## src/rtl/core/i2c_master_register_access_assert.svh

```systemverilog
// Assertion macros shared by the I2C register access master.
`ifndef I2C_MASTER_REGISTER_ACCESS_ASSERT_SVH
`define I2C_MASTER_REGISTER_ACCESS_ASSERT_SVH

// Same-cycle implication, checked on every rising clock edge outside reset.
`define IMRA_ASSERT_IMPLY(name, ante, cons, msg) \
   name: assert property (@(posedge clock) disable iff (reset) (ante) |-> (cons)) \
      else $error(msg);

// Next-cycle implication, checked on every rising clock edge outside reset.
`define IMRA_ASSERT_NEXT(name, ante, cons, msg) \
   name: assert property (@(posedge clock) disable iff (reset) (ante) |=> (cons)) \
      else $error(msg);

`endif

```

## src/rtl/core/imra_pkg.sv

```systemverilog
// Package with the types, codes and sizes of the I2C register access master.
`timescale 1ns / 1ps

package imra_pkg;

   // Field widths and burst length limit.
   localparam int BYTE_W      = 8;
   localparam int LEN_W       = 9;
   localparam int STATUS_W    = 3;
   localparam int MAX_READ    = 256;
   localparam logic [LEN_W-1:0] MAX_READ_LEN = LEN_W'(MAX_READ);

   // Request queue between the front and the back; the depth is a power of two.
   localparam int QUEUE_DEPTH = 2;
   localparam int QUEUE_PTR_W = $clog2(QUEUE_DEPTH);
   localparam int QUEUE_CNT_W = $clog2(QUEUE_DEPTH + 1);

   // Register port.
   localparam int CSR_ADDR_W  = 3;
   localparam int CSR_DATA_W  = 32;
   localparam int IDLE_TO_W   = 16;
   localparam int ACK_TO_W    = 8;
   localparam logic [IDLE_TO_W-1:0] IDLE_TIMEOUT_RESET = 16'd1000;
   localparam logic [ACK_TO_W-1:0]  ACK_TIMEOUT_RESET  = 8'd250;

   typedef enum logic [0:0] {
      REG_IDLE_TIMEOUT = 1'b0,
      REG_ACK_TIMEOUT  = 1'b1
   } reg_index_type;

   // Request kinds and operations.
   localparam logic       KIND_CMD      = 1'b1;
   localparam logic [1:0] OP_BYTE_WRITE = 2'd0;
   localparam logic [1:0] OP_BYTE_READ  = 2'd1;

   // Direction bit of the device address byte.
   localparam logic [BYTE_W-1:0] DIR_WRITE_MASK = 8'hFE;
   localparam logic [BYTE_W-1:0] DIR_READ_BIT   = 8'h01;

   // Completion status codes.
   localparam logic [STATUS_W-1:0] STATUS_OK          = 3'd0;
   localparam logic [STATUS_W-1:0] STATUS_BUS_BUSY    = 3'd1;
   localparam logic [STATUS_W-1:0] STATUS_ADDR_NACK   = 3'd2;
   localparam logic [STATUS_W-1:0] STATUS_REG_NACK    = 3'd3;
   localparam logic [STATUS_W-1:0] STATUS_DATA_NACK   = 3'd4;
   localparam logic [STATUS_W-1:0] STATUS_RADDR_NACK  = 3'd5;

   // Classified request as it sits in the queue.
   typedef struct packed {
      logic              is_cmd;
      logic              op_write;
      logic [BYTE_W-1:0] dev_addr;
      logic [BYTE_W-1:0] reg_addr;
      logic [BYTE_W-1:0] write_data;
      logic [LEN_W-1:0]  bytes_init;
      logic              sda_sample;
   } req_item_type;

   // Queue status seen by the front and the back.
   typedef struct packed {
      logic valid;
      logic full;
   } queue_status_type;

   // Timeout settings from the register port.
   typedef struct packed {
      logic [IDLE_TO_W-1:0] idle_timeout;
      logic [ACK_TO_W-1:0]  ack_timeout;
   } cfg_type;

   // One result.
   typedef struct packed {
      logic                scl_level;
      logic                sda_release;
      logic [BYTE_W-1:0]   read_byte;
      logic                read_valid;
      logic                last_byte;
      logic                done_res;
      logic [STATUS_W-1:0] status;
      logic                busy_res;
   } rsp_item_type;

endpackage

```

## src/rtl/core/imra_front.sv

```systemverilog
// Front end: takes requests, classifies them and pushes them into the queue.
`timescale 1ns / 1ps

module imra_front
   import imra_pkg::*;
(
   input  logic                 req_valid,
   output logic                 req_stall,
   input  logic                 req_kind,
   input  logic [1:0]           req_op,
   input  logic [BYTE_W-1:0]    req_dev_addr,
   input  logic [BYTE_W-1:0]    req_reg_addr,
   input  logic [BYTE_W-1:0]    req_write_data,
   input  logic [LEN_W-1:0]     req_read_len,
   input  logic                 req_sda_sample,
   input  queue_status_type     q_stat,
   output logic                 push,
   output req_item_type         push_item
);

   logic [LEN_W-1:0] len_clamped;

   // The request waits while the queue has no room.
   assign req_stall = q_stat.full;
   assign push      = req_valid && !q_stat.full;

   // A zero length reads one byte; lengths above the limit are cut to it.
   always_comb begin
      if (req_read_len == '0) begin
         len_clamped = LEN_W'(1);
      end else if (req_read_len > MAX_READ_LEN) begin
         len_clamped = MAX_READ_LEN;
      end else begin
         len_clamped = req_read_len;
      end
   end

   // Byte count for the read phase: none for a write, one for a byte read, the clamped length otherwise.
   always_comb begin
      push_item.is_cmd     = (req_kind == KIND_CMD);
      push_item.op_write   = (req_op == OP_BYTE_WRITE);
      push_item.dev_addr   = req_dev_addr;
      push_item.reg_addr   = req_reg_addr;
      push_item.write_data = req_write_data;
      push_item.sda_sample = req_sda_sample;
      if (req_op == OP_BYTE_WRITE) begin
         push_item.bytes_init = '0;
      end else if (req_op == OP_BYTE_READ) begin
         push_item.bytes_init = LEN_W'(1);
      end else begin
         push_item.bytes_init = len_clamped;
      end
   end

endmodule

```

## src/rtl/core/imra_queue.sv

```systemverilog
// Short request queue that decouples the front end from the bus sequencer.
`timescale 1ns / 1ps

module imra_queue
   import imra_pkg::*;
(
   input  logic             clock,
   input  logic             reset,
   input  logic             push,
   input  req_item_type     push_item,
   input  logic             pop,
   output req_item_type     head_item,
   output queue_status_type q_stat
);

   req_item_type           entries_ff [QUEUE_DEPTH];
   logic [QUEUE_PTR_W-1:0] wr_ptr_ff;
   logic [QUEUE_PTR_W-1:0] rd_ptr_ff;
   logic [QUEUE_CNT_W-1:0] count_ff;
   logic [QUEUE_CNT_W-1:0] count_in;
   logic                   do_push;
   logic                   do_pop;

   assign q_stat.valid = (count_ff != '0);
   assign q_stat.full  = (count_ff == QUEUE_CNT_W'(QUEUE_DEPTH));
   assign do_push      = push && !q_stat.full;
   assign do_pop       = pop && q_stat.valid;
   assign head_item    = entries_ff[rd_ptr_ff];

   // Occupancy after this cycle's push and pop.
   always_comb begin
      count_in = count_ff;
      if (do_push && !do_pop) begin
         count_in = count_ff + QUEUE_CNT_W'(1);
      end else if (do_pop && !do_push) begin
         count_in = count_ff - QUEUE_CNT_W'(1);
      end
   end

   // Pointers wrap on their own since the depth is a power of two.
   always_ff @(posedge clock) begin
      if (reset) begin
         wr_ptr_ff <= '0;
         rd_ptr_ff <= '0;
         count_ff  <= '0;
      end else begin
         count_ff <= count_in;
         if (do_push) begin
            wr_ptr_ff <= wr_ptr_ff + QUEUE_PTR_W'(1);
         end
         if (do_pop) begin
            rd_ptr_ff <= rd_ptr_ff + QUEUE_PTR_W'(1);
         end
      end
   end

   // Entry storage holds payload only.
   always_ff @(posedge clock) begin
      if (do_push) begin
         entries_ff[wr_ptr_ff] <= push_item;
      end
   end

endmodule

```

## src/rtl/core/imra_back.sv

```systemverilog
// Back end: the bus phase sequencer and the registered result stage.
`timescale 1ns / 1ps

module imra_back
   import imra_pkg::*;
(
   input  logic             clock,
   input  logic             reset,
   input  cfg_type          cfg,
   input  queue_status_type q_stat,
   input  req_item_type     head_item,
   output logic             pop,
   input  logic             rsp_stall,
   output logic             rsp_valid,
   output rsp_item_type     rsp_item
);

   // Half-bit bus phases.
   typedef enum logic [16:0] {
      PH_IDLE    = 17'h00001,
      PH_IDLECHK = 17'h00002,
      PH_START_W = 17'h00004,
      PH_TX_LO   = 17'h00008,
      PH_TX_HI   = 17'h00010,
      PH_ACK_LO  = 17'h00020,
      PH_ACK_HI  = 17'h00040,
      PH_RS_LO   = 17'h00080,
      PH_RS_HI   = 17'h00100,
      PH_START_R = 17'h00200,
      PH_RD_LO   = 17'h00400,
      PH_RD_HI   = 17'h00800,
      PH_MA_LO   = 17'h01000,
      PH_MA_HI   = 17'h02000,
      PH_SP_LO   = 17'h04000,
      PH_SP_HI   = 17'h08000,
      PH_SP_END  = 17'h10000
   } phase_type;

   // Which byte the transmit phases are sending.
   typedef enum logic [1:0] {
      GRP_AW = 2'd0,
      GRP_RG = 2'd1,
      GRP_WD = 2'd2,
      GRP_AR = 2'd3
   } grp_type;

   phase_type           phase_ff, phase_in;
   grp_type             grp_ff, grp_in;
   logic [3:0]          bit_count_ff, bit_count_in;
   logic [BYTE_W-1:0]   shift_ff, shift_in;
   logic [LEN_W-1:0]    bytes_left_ff, bytes_left_in;
   logic [IDLE_TO_W-1:0] wait_ff, wait_in;
   logic [STATUS_W-1:0] stop_code_ff, stop_code_in;
   logic                op_write_ff, op_write_in;
   logic [BYTE_W-1:0]   dev_ff, dev_in;
   logic [BYTE_W-1:0]   reg_ff, reg_in;
   logic [BYTE_W-1:0]   wd_ff, wd_in;
   logic                rsp_valid_ff;
   rsp_item_type        rsp_ff, rsp_in;
   logic [3:0]          bit_inc;
   logic [IDLE_TO_W:0]  wait_inc;
   logic [BYTE_W-1:0]   shift_rx;
   logic                nack;

   // Status reported when the slave leaves a byte unacknowledged.
   function automatic logic [STATUS_W-1:0] nack_status(input grp_type grp);
      logic [STATUS_W-1:0] code;
      case (grp)
         GRP_AW:  code = STATUS_ADDR_NACK;
         GRP_RG:  code = STATUS_REG_NACK;
         GRP_WD:  code = STATUS_DATA_NACK;
         default: code = STATUS_RADDR_NACK;
      endcase
      return code;
   endfunction

   // A new step is taken whenever a request waits and the result slot is free.
   assign pop       = q_stat.valid && (!rsp_valid_ff || !rsp_stall);
   assign rsp_valid = rsp_valid_ff;
   assign rsp_item  = rsp_ff;

   assign bit_inc  = bit_count_ff + 4'd1;
   assign wait_inc = {1'b0, wait_ff} + (IDLE_TO_W + 1)'(1);
   assign shift_rx = {shift_ff[BYTE_W-2:0], head_item.sda_sample};
   assign nack     = (bytes_left_ff <= LEN_W'(1));

   // Line levels of the current phase.
   always_comb begin
      case (phase_ff)
         PH_TX_LO: begin
            rsp_in.scl_level   = 1'b0;
            rsp_in.sda_release = shift_ff[BYTE_W-1];
         end
         PH_TX_HI: begin
            rsp_in.scl_level   = 1'b1;
            rsp_in.sda_release = shift_ff[BYTE_W-1];
         end
         PH_ACK_LO, PH_RS_LO, PH_RD_LO: begin
            rsp_in.scl_level   = 1'b0;
            rsp_in.sda_release = 1'b1;
         end
         PH_START_W, PH_START_R, PH_SP_HI: begin
            rsp_in.scl_level   = 1'b1;
            rsp_in.sda_release = 1'b0;
         end
         PH_MA_LO: begin
            rsp_in.scl_level   = 1'b0;
            rsp_in.sda_release = nack;
         end
         PH_MA_HI: begin
            rsp_in.scl_level   = 1'b1;
            rsp_in.sda_release = nack;
         end
         PH_SP_LO: begin
            rsp_in.scl_level   = 1'b0;
            rsp_in.sda_release = 1'b0;
         end
         default: begin
            rsp_in.scl_level   = 1'b1;
            rsp_in.sda_release = 1'b1;
         end
      endcase
   end

   // Sequencer step for one request.
   always_comb begin
      phase_in          = phase_ff;
      grp_in            = grp_ff;
      bit_count_in      = bit_count_ff;
      shift_in          = shift_ff;
      bytes_left_in     = bytes_left_ff;
      wait_in           = wait_ff;
      stop_code_in      = stop_code_ff;
      op_write_in       = op_write_ff;
      dev_in            = dev_ff;
      reg_in            = reg_ff;
      wd_in             = wd_ff;
      rsp_in.read_byte  = '0;
      rsp_in.read_valid = 1'b0;
      rsp_in.last_byte  = 1'b0;
      rsp_in.done_res   = 1'b0;
      rsp_in.status     = STATUS_OK;

      if (head_item.is_cmd) begin
         // A command starts a transaction only from idle; otherwise it is dropped.
         if (phase_ff == PH_IDLE) begin
            op_write_in   = head_item.op_write;
            dev_in        = head_item.dev_addr;
            reg_in        = head_item.reg_addr;
            wd_in         = head_item.write_data;
            bytes_left_in = head_item.bytes_init;
            wait_in       = '0;
            bit_count_in  = '0;
            shift_in      = '0;
            phase_in      = PH_IDLECHK;
         end
      end else begin
         case (phase_ff)
            PH_IDLECHK: begin
               if (head_item.sda_sample) begin
                  wait_in  = '0;
                  phase_in = PH_START_W;
               end else begin
                  wait_in = wait_inc[IDLE_TO_W-1:0];
                  if (wait_inc > {1'b0, cfg.idle_timeout}) begin
                     wait_in         = '0;
                     rsp_in.done_res = 1'b1;
                     rsp_in.status   = STATUS_BUS_BUSY;
                     phase_in        = PH_IDLE;
                  end
               end
            end
            PH_START_W: begin
               shift_in     = dev_ff & DIR_WRITE_MASK;
               bit_count_in = '0;
               grp_in       = GRP_AW;
               phase_in     = PH_TX_LO;
            end
            PH_TX_LO: begin
               phase_in = PH_TX_HI;
            end
            PH_TX_HI: begin
               shift_in     = {shift_ff[BYTE_W-2:0], 1'b0};
               bit_count_in = bit_inc;
               phase_in     = bit_inc[3] ? PH_ACK_LO : PH_TX_LO;
            end
            PH_ACK_LO: begin
               wait_in  = '0;
               phase_in = PH_ACK_HI;
            end
            PH_ACK_HI: begin
               if (!head_item.sda_sample) begin
                  // Acknowledged: move on to the next part of the transaction.
                  case (grp_ff)
                     GRP_AW: begin
                        shift_in     = reg_ff;
                        bit_count_in = '0;
                        grp_in       = GRP_RG;
                        phase_in     = PH_TX_LO;
                     end
                     GRP_RG: begin
                        if (op_write_ff) begin
                           shift_in     = wd_ff;
                           bit_count_in = '0;
                           grp_in       = GRP_WD;
                           phase_in     = PH_TX_LO;
                        end else begin
                           phase_in = PH_RS_LO;
                        end
                     end
                     GRP_WD: begin
                        stop_code_in = STATUS_OK;
                        phase_in     = PH_SP_LO;
                     end
                     default: begin
                        shift_in     = '0;
                        bit_count_in = '0;
                        phase_in     = PH_RD_LO;
                     end
                  endcase
               end else begin
                  wait_in = wait_inc[IDLE_TO_W-1:0];
                  if (wait_inc > (IDLE_TO_W + 1)'(cfg.ack_timeout)) begin
                     stop_code_in = nack_status(grp_ff);
                     phase_in     = PH_SP_LO;
                  end
               end
            end
            PH_RS_LO: begin
               phase_in = PH_RS_HI;
            end
            PH_RS_HI: begin
               phase_in = PH_START_R;
            end
            PH_START_R: begin
               shift_in     = dev_ff | DIR_READ_BIT;
               bit_count_in = '0;
               grp_in       = GRP_AR;
               phase_in     = PH_TX_LO;
            end
            PH_RD_LO: begin
               phase_in = PH_RD_HI;
            end
            PH_RD_HI: begin
               shift_in     = shift_rx;
               bit_count_in = bit_inc;
               if (bit_inc[3]) begin
                  rsp_in.read_byte  = shift_rx;
                  rsp_in.read_valid = 1'b1;
                  rsp_in.last_byte  = nack;
                  phase_in          = PH_MA_LO;
               end else begin
                  phase_in = PH_RD_LO;
               end
            end
            PH_MA_LO: begin
               phase_in = PH_MA_HI;
            end
            PH_MA_HI: begin
               if (nack) begin
                  bytes_left_in = '0;
                  stop_code_in  = STATUS_OK;
                  phase_in      = PH_SP_LO;
               end else begin
                  bytes_left_in = bytes_left_ff - LEN_W'(1);
                  shift_in      = '0;
                  bit_count_in  = '0;
                  phase_in      = PH_RD_LO;
               end
            end
            PH_SP_LO: begin
               phase_in = PH_SP_HI;
            end
            PH_SP_HI: begin
               phase_in = PH_SP_END;
            end
            PH_SP_END: begin
               rsp_in.done_res = 1'b1;
               rsp_in.status   = stop_code_ff;
               bit_count_in    = '0;
               phase_in        = PH_IDLE;
            end
            default: begin
               phase_in = PH_IDLE;
            end
         endcase
      end

      rsp_in.busy_res = (phase_in != PH_IDLE);
   end

   // Sequencer state advances only on a step.
   always_ff @(posedge clock) begin
      if (reset) begin
         phase_ff      <= PH_IDLE;
         grp_ff        <= GRP_AW;
         bit_count_ff  <= '0;
         shift_ff      <= '0;
         bytes_left_ff <= '0;
         wait_ff       <= '0;
         stop_code_ff  <= STATUS_OK;
      end else if (pop) begin
         phase_ff      <= phase_in;
         grp_ff        <= grp_in;
         bit_count_ff  <= bit_count_in;
         shift_ff      <= shift_in;
         bytes_left_ff <= bytes_left_in;
         wait_ff       <= wait_in;
         stop_code_ff  <= stop_code_in;
      end
   end

   // Latched transaction fields are loaded by a command before any use.
   always_ff @(posedge clock) begin
      if (pop) begin
         op_write_ff <= op_write_in;
         dev_ff      <= dev_in;
         reg_ff      <= reg_in;
         wd_ff       <= wd_in;
      end
   end

   // Result register: filled on a step, emptied when the consumer takes it.
   always_ff @(posedge clock) begin
      if (reset) begin
         rsp_valid_ff <= 1'b0;
      end else if (pop) begin
         rsp_valid_ff <= 1'b1;
      end else if (!rsp_stall) begin
         rsp_valid_ff <= 1'b0;
      end
   end

   always_ff @(posedge clock) begin
      if (pop) begin
         rsp_ff <= rsp_in;
      end
   end

endmodule

```

## src/rtl/core/i2c_master_register_access.sv

```systemverilog
// Top level of the I2C register access master with its register port.
//
//   Channel   Direction   Handshake                         Carries
//   req_      in          req_valid / req_stall             command or bus tick
//   rsp_      out         rsp_valid / rsp_stall             line levels, read byte, done
//   csr_      in/out      csr_psel / csr_penable / pready   idle and ACK timeouts
//
// One request is taken per clock while req_stall is low; each gives one result, which passes through
// the queue and the result register. The phase sequencer takes one step per request it pops.
// Reset is synchronous: the queue empties and the sequencer returns to idle.
// A stalled result holds; two requests queue behind it before req_stall rises.
`timescale 1ns / 1ps

module i2c_master_register_access
   import imra_pkg::*;
(
   input  logic                  clock,
   input  logic                  reset,
   input  logic                  req_valid,
   output logic                  req_stall,
   input  logic                  req_kind,
   input  logic [1:0]            req_op,
   input  logic [BYTE_W-1:0]     req_dev_addr,
   input  logic [BYTE_W-1:0]     req_reg_addr,
   input  logic [BYTE_W-1:0]     req_write_data,
   input  logic [LEN_W-1:0]      req_read_len,
   input  logic                  req_sda_sample,
   output logic                  rsp_valid,
   input  logic                  rsp_stall,
   output logic                  rsp_scl_level,
   output logic                  rsp_sda_release,
   output logic [BYTE_W-1:0]     rsp_read_byte,
   output logic                  rsp_read_valid,
   output logic                  rsp_last_byte,
   output logic                  rsp_done_res,
   output logic [STATUS_W-1:0]   rsp_status,
   output logic                  rsp_busy_res,
   input  logic                  csr_psel,
   input  logic                  csr_penable,
   input  logic                  csr_pwrite,
   input  logic [CSR_ADDR_W-1:0] csr_paddr,
   input  logic [CSR_DATA_W-1:0] csr_pwdata,
   output logic [CSR_DATA_W-1:0] csr_prdata,
   output logic                  csr_pready
);

   `include "i2c_master_register_access_assert.svh"

   logic [IDLE_TO_W-1:0] idle_timeout_ff;
   logic [ACK_TO_W-1:0]  ack_timeout_ff;
   reg_index_type        csr_index;
   logic                 csr_write;
   cfg_type              cfg;
   queue_status_type     q_stat;
   req_item_type         push_item;
   req_item_type         head_item;
   rsp_item_type         rsp_item;
   logic                 push;
   logic                 pop;

   // Register port: registers sit at byte addresses 0 and 4.
   assign csr_pready = 1'b1;
   assign csr_index  = reg_index_type'(csr_paddr[2]);
   assign csr_write  = csr_psel && csr_penable && csr_pwrite && csr_pready;

   always_ff @(posedge clock) begin
      if (reset) begin
         idle_timeout_ff <= IDLE_TIMEOUT_RESET;
         ack_timeout_ff  <= ACK_TIMEOUT_RESET;
      end else if (csr_write) begin
         case (csr_index)
            REG_IDLE_TIMEOUT: idle_timeout_ff <= csr_pwdata[IDLE_TO_W-1:0];
            REG_ACK_TIMEOUT:  ack_timeout_ff  <= csr_pwdata[ACK_TO_W-1:0];
            default: ;
         endcase
      end
   end

   always_comb begin
      case (csr_index)
         REG_IDLE_TIMEOUT: csr_prdata = CSR_DATA_W'(idle_timeout_ff);
         REG_ACK_TIMEOUT:  csr_prdata = CSR_DATA_W'(ack_timeout_ff);
         default:          csr_prdata = '0;
      endcase
   end

   assign cfg.idle_timeout = idle_timeout_ff;
   assign cfg.ack_timeout  = ack_timeout_ff;

   // Front end, queue and sequencer.
   imra_front u_front (
      .req_valid      (req_valid),
      .req_stall      (req_stall),
      .req_kind       (req_kind),
      .req_op         (req_op),
      .req_dev_addr   (req_dev_addr),
      .req_reg_addr   (req_reg_addr),
      .req_write_data (req_write_data),
      .req_read_len   (req_read_len),
      .req_sda_sample (req_sda_sample),
      .q_stat         (q_stat),
      .push           (push),
      .push_item      (push_item)
   );

   imra_queue u_queue (
      .clock     (clock),
      .reset     (reset),
      .push      (push),
      .push_item (push_item),
      .pop       (pop),
      .head_item (head_item),
      .q_stat    (q_stat)
   );

   imra_back u_back (
      .clock     (clock),
      .reset     (reset),
      .cfg       (cfg),
      .q_stat    (q_stat),
      .head_item (head_item),
      .pop       (pop),
      .rsp_stall (rsp_stall),
      .rsp_valid (rsp_valid),
      .rsp_item  (rsp_item)
   );

   // Result fields.
   assign rsp_scl_level   = rsp_item.scl_level;
   assign rsp_sda_release = rsp_item.sda_release;
   assign rsp_read_byte   = rsp_item.read_byte;
   assign rsp_read_valid  = rsp_item.read_valid;
   assign rsp_last_byte   = rsp_item.last_byte;
   assign rsp_done_res    = rsp_item.done_res;
   assign rsp_status      = rsp_item.status;
   assign rsp_busy_res    = rsp_item.busy_res;

   // A finished transaction always leaves the block idle.
   `IMRA_ASSERT_IMPLY(a_done_leaves_idle, rsp_valid && rsp_done_res, !rsp_busy_res, "done while still busy")
   // Received bytes only appear in the middle of a transaction.
   `IMRA_ASSERT_IMPLY(a_read_while_busy, rsp_valid && rsp_read_valid, rsp_busy_res && !rsp_done_res, "read byte outside a transaction")
   // A queued request moves into a free result slot at the next edge.
   `IMRA_ASSERT_NEXT(a_queue_drains, q_stat.valid && !rsp_valid, rsp_valid, "queued request not moved to the result slot")

endmodule

```

## config.mk

```make
export PLATFORM = sky130hd
export DESIGN_NAME = i2c_master_register_access
export DESIGN_NICKNAME = d
export VERILOG_FILES = /design/src/rtl/core/imra_pkg.sv /design/src/rtl/core/imra_front.sv /design/src/rtl/core/imra_queue.sv /design/src/rtl/core/imra_back.sv /design/src/rtl/core/i2c_master_register_access.sv
export VERILOG_INCLUDE_DIRS = /design/src /design/src/rtl/core
export SDC_FILE = /design/constraint.sdc
export NUM_CORES = 1
export LEC_CHECK = 0
export BUFFER_PORTS_ARGS = -buffer_cell sky130_fd_sc_hd__buf_2
export CAP_MARGIN = 10
export CORE_AREA = 2 2 137 139
export CTS_BUF_LIST = sky130_fd_sc_hd__clkbuf_4 sky130_fd_sc_hd__clkbuf_8
export DETAILED_ROUTE_END_ITERATION = 12
export DIE_AREA = 0 0 139 141
export GPL_TIMING_DRIVEN = 1
export HOLD_SLACK_MARGIN = 0.12
export PLACE_DENSITY = 0.81
export SETUP_SLACK_MARGIN = 0.1
export SYNTH_ARGS = -nofsm -noshare
export SYNTH_HDL_FRONTEND = slang
export SYNTH_HIERARCHICAL = 1
export SYNTH_SLANG_ARGS = --single-unit
```

## constraint.sdc

```tcl
create_clock -name clock -period 6.2 [get_ports clock]
set_input_delay 0.62 -clock clock [delete_from_list [all_inputs] [get_ports clock]]
set_output_delay 0.62 -clock clock [all_outputs]
set_load 0.02 [all_outputs]
```

# Word level (Yosys, flattened, before mapping)

Memories as Yosys holds them, arrays and structs flattened. A register that Yosys moved wholly into a read port is not among the register bits.
Cells that the tools add are included.

Flip-flop bits (word level): 130
Latch bits: 0
Memory bits (writable): 72
Memory bits (read-only): 0
Input port bits: 79
Output and inout port bits: 52
Logic and storage cells: 181
Memories kept: 1

Add/subtract/negate cells: 7
$mul: 0
Div/mod/pow operators: 0
$lt $le $gt $ge: 4
Equality and inequality tests: 35
Shift-type cells: 0
Multiplexer cells: 64
Bitwise operators: 4
Reductions and logical operators: 41

Memories:

| name               | words | width | rd ports | clocked after Yosys merged registers in | write ports | line             | text |
|---|---|---|---|---|---|---|---|
| u_queue.entries_ff | 2     | 36    | 1        | 1                                       | 1           | imra_queue.sv:16 | `req_item_type entries_ff [QUEUE_DEPTH];` |

Operators by type and width:

| cell                    | number |
|---|---|
| $pmux W17 S14           | 1 |
| $mux W17                | 6 |
| $mux W16                | 5 |
| $mux W9                 | 8 |
| $pmux W32 S2            | 1 |
| $pmux W17 S3            | 1 |
| $mux W8                 | 6 |
| $pmux W16 S3            | 1 |
| $pmux W8 S6             | 1 |
| $mux W4                 | 7 |
| $pmux W8 S3             | 1 |
| $add A16 B1 Y17 const B | 1 |
| $eq A17 B1 Y1 const B   | 1 |
| $eq A17 B10 Y1 const B  | 1 |
| $eq A17 B11 Y1 const B  | 1 |
| $eq A17 B12 Y1 const B  | 1 |
| $eq A17 B13 Y1 const B  | 1 |
| $eq A17 B14 Y1 const B  | 1 |
| $eq A17 B15 Y1 const B  | 1 |
| $eq A17 B16 Y1 const B  | 1 |
| $eq A17 B17 Y1 const B  | 1 |
| $eq A17 B2 Y1 const B   | 1 |
| $eq A17 B3 Y1 const B   | 1 |
| $eq A17 B4 Y1 const B   | 1 |
| 54 further kinds        | 104 |

# Depth between registers and ports, before layout

Depth in word-level cells: 8
Mapped depth: 14
Mapped depth without buffers: 12

# Modules after synthesis

The synthesis kept the hierarchy.

Modules (own cells, without submodules):

| module                     | times used | cells an instance | area an instance (um2) | seq. area each (um2) |
|---|---|---|---|---|
| imra_back                  | 1          | 681               | 6222.2                 | 2432.3 |
| imra_queue                 | 1          | 137               | 2815.2                 | 2262.2 |
| i2c_master_register_access | 1          | 135               | 1293.7                 | 480.5 |
| imra_front                 | 1          | 43                | 310.3                  | 0.0 |

# Worst setup path after synthesis

Ideal clock, no wire load.

Path kind: input to register
Start: in rsp_stall
End: reg u_back.shift_ff[1]
Setup time: 0.071 ns
Arrival: 4.501 ns
Data required time: 6.129 ns
Slack: 1.628 ns
Cell stages on the path: 7
Buffers on the path: 0
Cells stage by stage: a21boi_1 > nand2_1 > nor3_1 > a31oi_2 > a21oi_2 > nand2_1 > o2bb2ai_1

Longest elaborated chain between the ends: 4

RTL lines:

| item                        | line                             | text |
|---|---|---|
| from (decl)                 | i2c_master_register_access.sv:29 | `input logic rsp_stall,` |
| $logic_not A1 Y1            | imra_back.sv:78                  | `assign pop = q_stat.valid && (!rsp_valid_ff \|\| !rsp_stall);` |
| $logic_or A1 B1 Y1          | imra_back.sv:78                  |  |
| $logic_and A1 B1 Y1         | imra_back.sv:78                  |  |
| $reduce_and A7 Y1 (no line) | -                                |  |
| to (signal assigned)        | imra_back.sv:306                 | `shift_ff <= shift_in;` |
| to (decl)                   | imra_back.sv:50                  | `logic [BYTE_W-1:0] shift_ff, shift_in;` |

Every way passes these cells.
A chain may end at the register's enable or synchronous reset.

# Worst setup path in the final report

Start: reg u_back.wait_ff[0]
End: reg u_back.phase_ff[0]

Longest elaborated chain between the ends: 6
Elaborated cells on any way between the ends: 9
Those cells by class: add/sub: 1; order compare: 2; mux: 6

RTL lines:

| item                                            | line                               | text |
|---|---|---|
| from (decl)                                     | imra_back.sv:52                    | `logic [IDLE_TO_W-1:0] wait_ff, wait_in;` |
| from (signal assigned)                          | imra_back.sv:308                   | `wait_ff <= wait_in;` |
| $add A16 B1 Y17 *                               | imra_back.sv:83                    | `assign wait_inc = {1'b0, wait_ff} + (IDLE_TO_W + 1)'(1);` |
| $gt A17 B8 Y1 or $gt A17 B16 Y1 (tied branches) | imra_back.sv:223, imra_back.sv:165 |  |
| $mux W17 (on tied branches)                     | imra_back.sv:223, imra_back.sv:165 |  |
| $mux W17 (on tied branches)                     | imra_back.sv:192, imra_back.sv:160 |  |
| $pmux W17 S14 *                                 | imra_back.sv:158                   | `case (phase_ff)` |
| $mux W17 *                                      | imra_back.sv:144                   | `if (head_item.is_cmd) begin` |
| to (signal assigned)                            | imra_back.sv:303                   | `phase_ff <= phase_in;` |
| to (decl)                                       | imra_back.sv:47                    | `phase_type phase_ff, phase_in;` |

Mark *: on every way between the ends. The rest lies on a longest branch, timed or not.

==> results.cfg <==
[outcome]
outcome = finished clean

[clocking]
cts_root_buffer = clkbuf_8
cts_made_buffers = 17
ctsResizeCount = 0
cts_buffer_depth = 2
path_clk_slew_ns = 0.11
cts_tree = yes
htree_levels = 4
clock_latency_ns = 0.50
clock-sinks = 200
cts_hold_buf = 0
post_cts_buffers = 0

[die]
start_util = 0.578
die_x_um = 139
core_area_um2 = 18300
ioPinCount = 131
num_rows = 50
die-area_um2 = 19600
die_height_um = 141

[critical_path]
crit_slowest_cell = o41ai_1
arrival_ns = 4.26
end_kind = flip-flop
path_max_fanout = 19
start_kind = flip-flop
slowest_delay_ns = 0.51
path_cells = ha_1 > and3_1 > nand3_1 > xnor2_1 > ha_1 > a22o_1 > o41ai_1 > a211oi_1 > o311ai_2 > buf_4 > o21ai_1 > a221o_1
cp_common_cell = ha_1
critPathKind = flip-flop to flip-flop
crit_required_ns = 6.60

[min_path]
hold_class = primary input to flip-flop

[pwr]
ir_worst_vdd_uv = 241
p_per_area_nw_per_um2 = 326
internal_power_mw = 2.38
p_leak_nw = 4.20
switching_share = 0.354
power_frac_seq = 0.480
p_sw_mw = 1.30
clockPowerShare = 0.232
combPwrFrac = 0.288

[timing]
rsz0062_at_grt = false
min_period_over_period = 0.622
clock_skew_ns = 0.0115
max_freq_mhz = 259
slew_headroom = 0.323
setup_violations = 0
finalCriticalPeriod_ns = 3.86
finalHoldViolCount = 0
worst_slew_pin_slew_ns = 1.02
tns_ns = 0
slew_viol_final = 0

[route]
vias = 7632
vias_per_cell = 5.92
first_pass_iters = 5
drc = 0
drt_wl_total_um = 21800
drtIter0Drc = 748
final_antenna_net_count = 0
avgRoutedWirePerCell_um = 16.9

[synthesis]
ys_warn_count = 6
syn-cell-area_um2 = 10600
netlist_instances = 992
avgSynthCellArea_um2 = 10.6

[finish]
layout_commonest_cell = edfxtp_1
syn2layout_area_growth_pct = 7.14
fin_nets = 1149
drive_gt1_frac = 0.217
diodes = 0
layout_common_cells = edfxtp_1, buf_2, dfxtp_1
nFillCells = 1456
final_cell_area_um2 = 11300

[global_route]
grt_pass1_vias = 7078
grt_pass1_wl_um = 34900
grt_overflow = 0
antenna_found_initial = 0
grt_max_degree = 56
grt.total_usage = 0.223

[place]
detailed_place_hpwl_um = 15200
io_buffers = 94
routabilityCongestion = 0.906
placed_area_um2 = 10900

[flow_run]
maxCapViolCount = 0
==> critical path, delay by kind of cell, from the launching register on <==
family | cells | cell delay, ns
DFF | 1 | 0.47
buffers and inverters | 1 | 0.31
and+or+nand+nor | 2 | 0.42
xor gates and xnor gates | 1 | 0.34
adders and majority gates | 2 | 0.58
AOI/OAI and AO/OA | 6 | 1.63
==> state kept, by name, summed over array words and instances (netlist names), 9 cells and up, named ones only <==
signal / flops
u_back/bytes_left_ff: 9
u_queue/entries_ff: 70
u_back/wait_ff: 16
u_back/rsp_item: 17
u_back/phase_ff: 17
idle_timeout_ff: 16
==> stage by stage <==
| stage | hold WS (ns) | util | worst slack (ns) | total power [mW] | instances |
|---|---|---|---|---|---|
| after floorplan | 0.426 | - | 1.63 | 2.58 | 1007 |
| after global placement | 0.460 | 0.596 | 2.57 | 2.83 | 1258 |
| after detailed placement | 0.480 | 0.596 | 2.52 | 2.85 | 1258 |
| after CTS | 0.264 | 0.620 | 2.47 | 3.71 | 1290 |
| after global routing | 0.270 | 0.620 | 2.22 | 3.87 | 1290 |
| final | 0.295 | 0.620 | 2.34 | 3.68 | 1290 |
==> final cells by class <==
| type | count | area [um2] | share of cell area |
|---|---|---|---|
| inverters | 44 | 165 | 0.0146 |
| clock inverters | 15 | 190 | 0.0168 |
| well taps | 234 | 293 | 0.0259 |
| clock buffers | 17 | 234 | 0.0207 |
| repair buffers | 105 | 553 | 0.0489 |
| flip-flops and latches | 200 | 5110 | 0.452 |
| multi-input cells | 675 | 4770 | 0.421 |
==> final timing paths <==
kind | slack [ns] | endpoint | startpoint | cells after the start
setup reg to reg | 2.34 | u_back/phase_ff[0]$_SDFFE_PP1P_ | u_back/wait_ff[0]$_SDFFE_PP0P_ | 12
setup / recovery | 2.34 | u_back/phase_ff[0]$_SDFFE_PP1P_ | u_back/wait_ff[0]$_SDFFE_PP0P_ | 12
hold / removal | 0.29 | u_queue/entries_ff[1][14]$_DFFE_PP_ | req_write_data[4] | 1
hold reg to reg | 0.49 | u_back/bit_count_ff[1]$_SDFFE_PP0P_ | u_back/bit_count_ff[1]$_SDFFE_PP0P_ | 2
==> power groups by stage <==
stage          Combinational, mW  Sequential (mW)  Clock [mW]
2_1_floorplan              0.739             1.84           0
3_3_place_gp                1.04             1.79           0
3_5_place_dp                1.05             1.80           0
4_1_cts                     1.06             1.77       0.875
5_1_grt                     1.16             1.79       0.922
6_report                    1.06             1.77       0.853
==> layer usage <==
metal / vias up / part of all wire / track usage
met2: 226 / 0.48 / 0.372
li1: 3715 / - / -
met1: 3668 / 0.45 / 0.289
met3: 23 / 0.056 / 0.0523
met4: 0 / 0.015 / 0.0718
met5: - / 0 / 0
(Power assumes the default switching activity.)
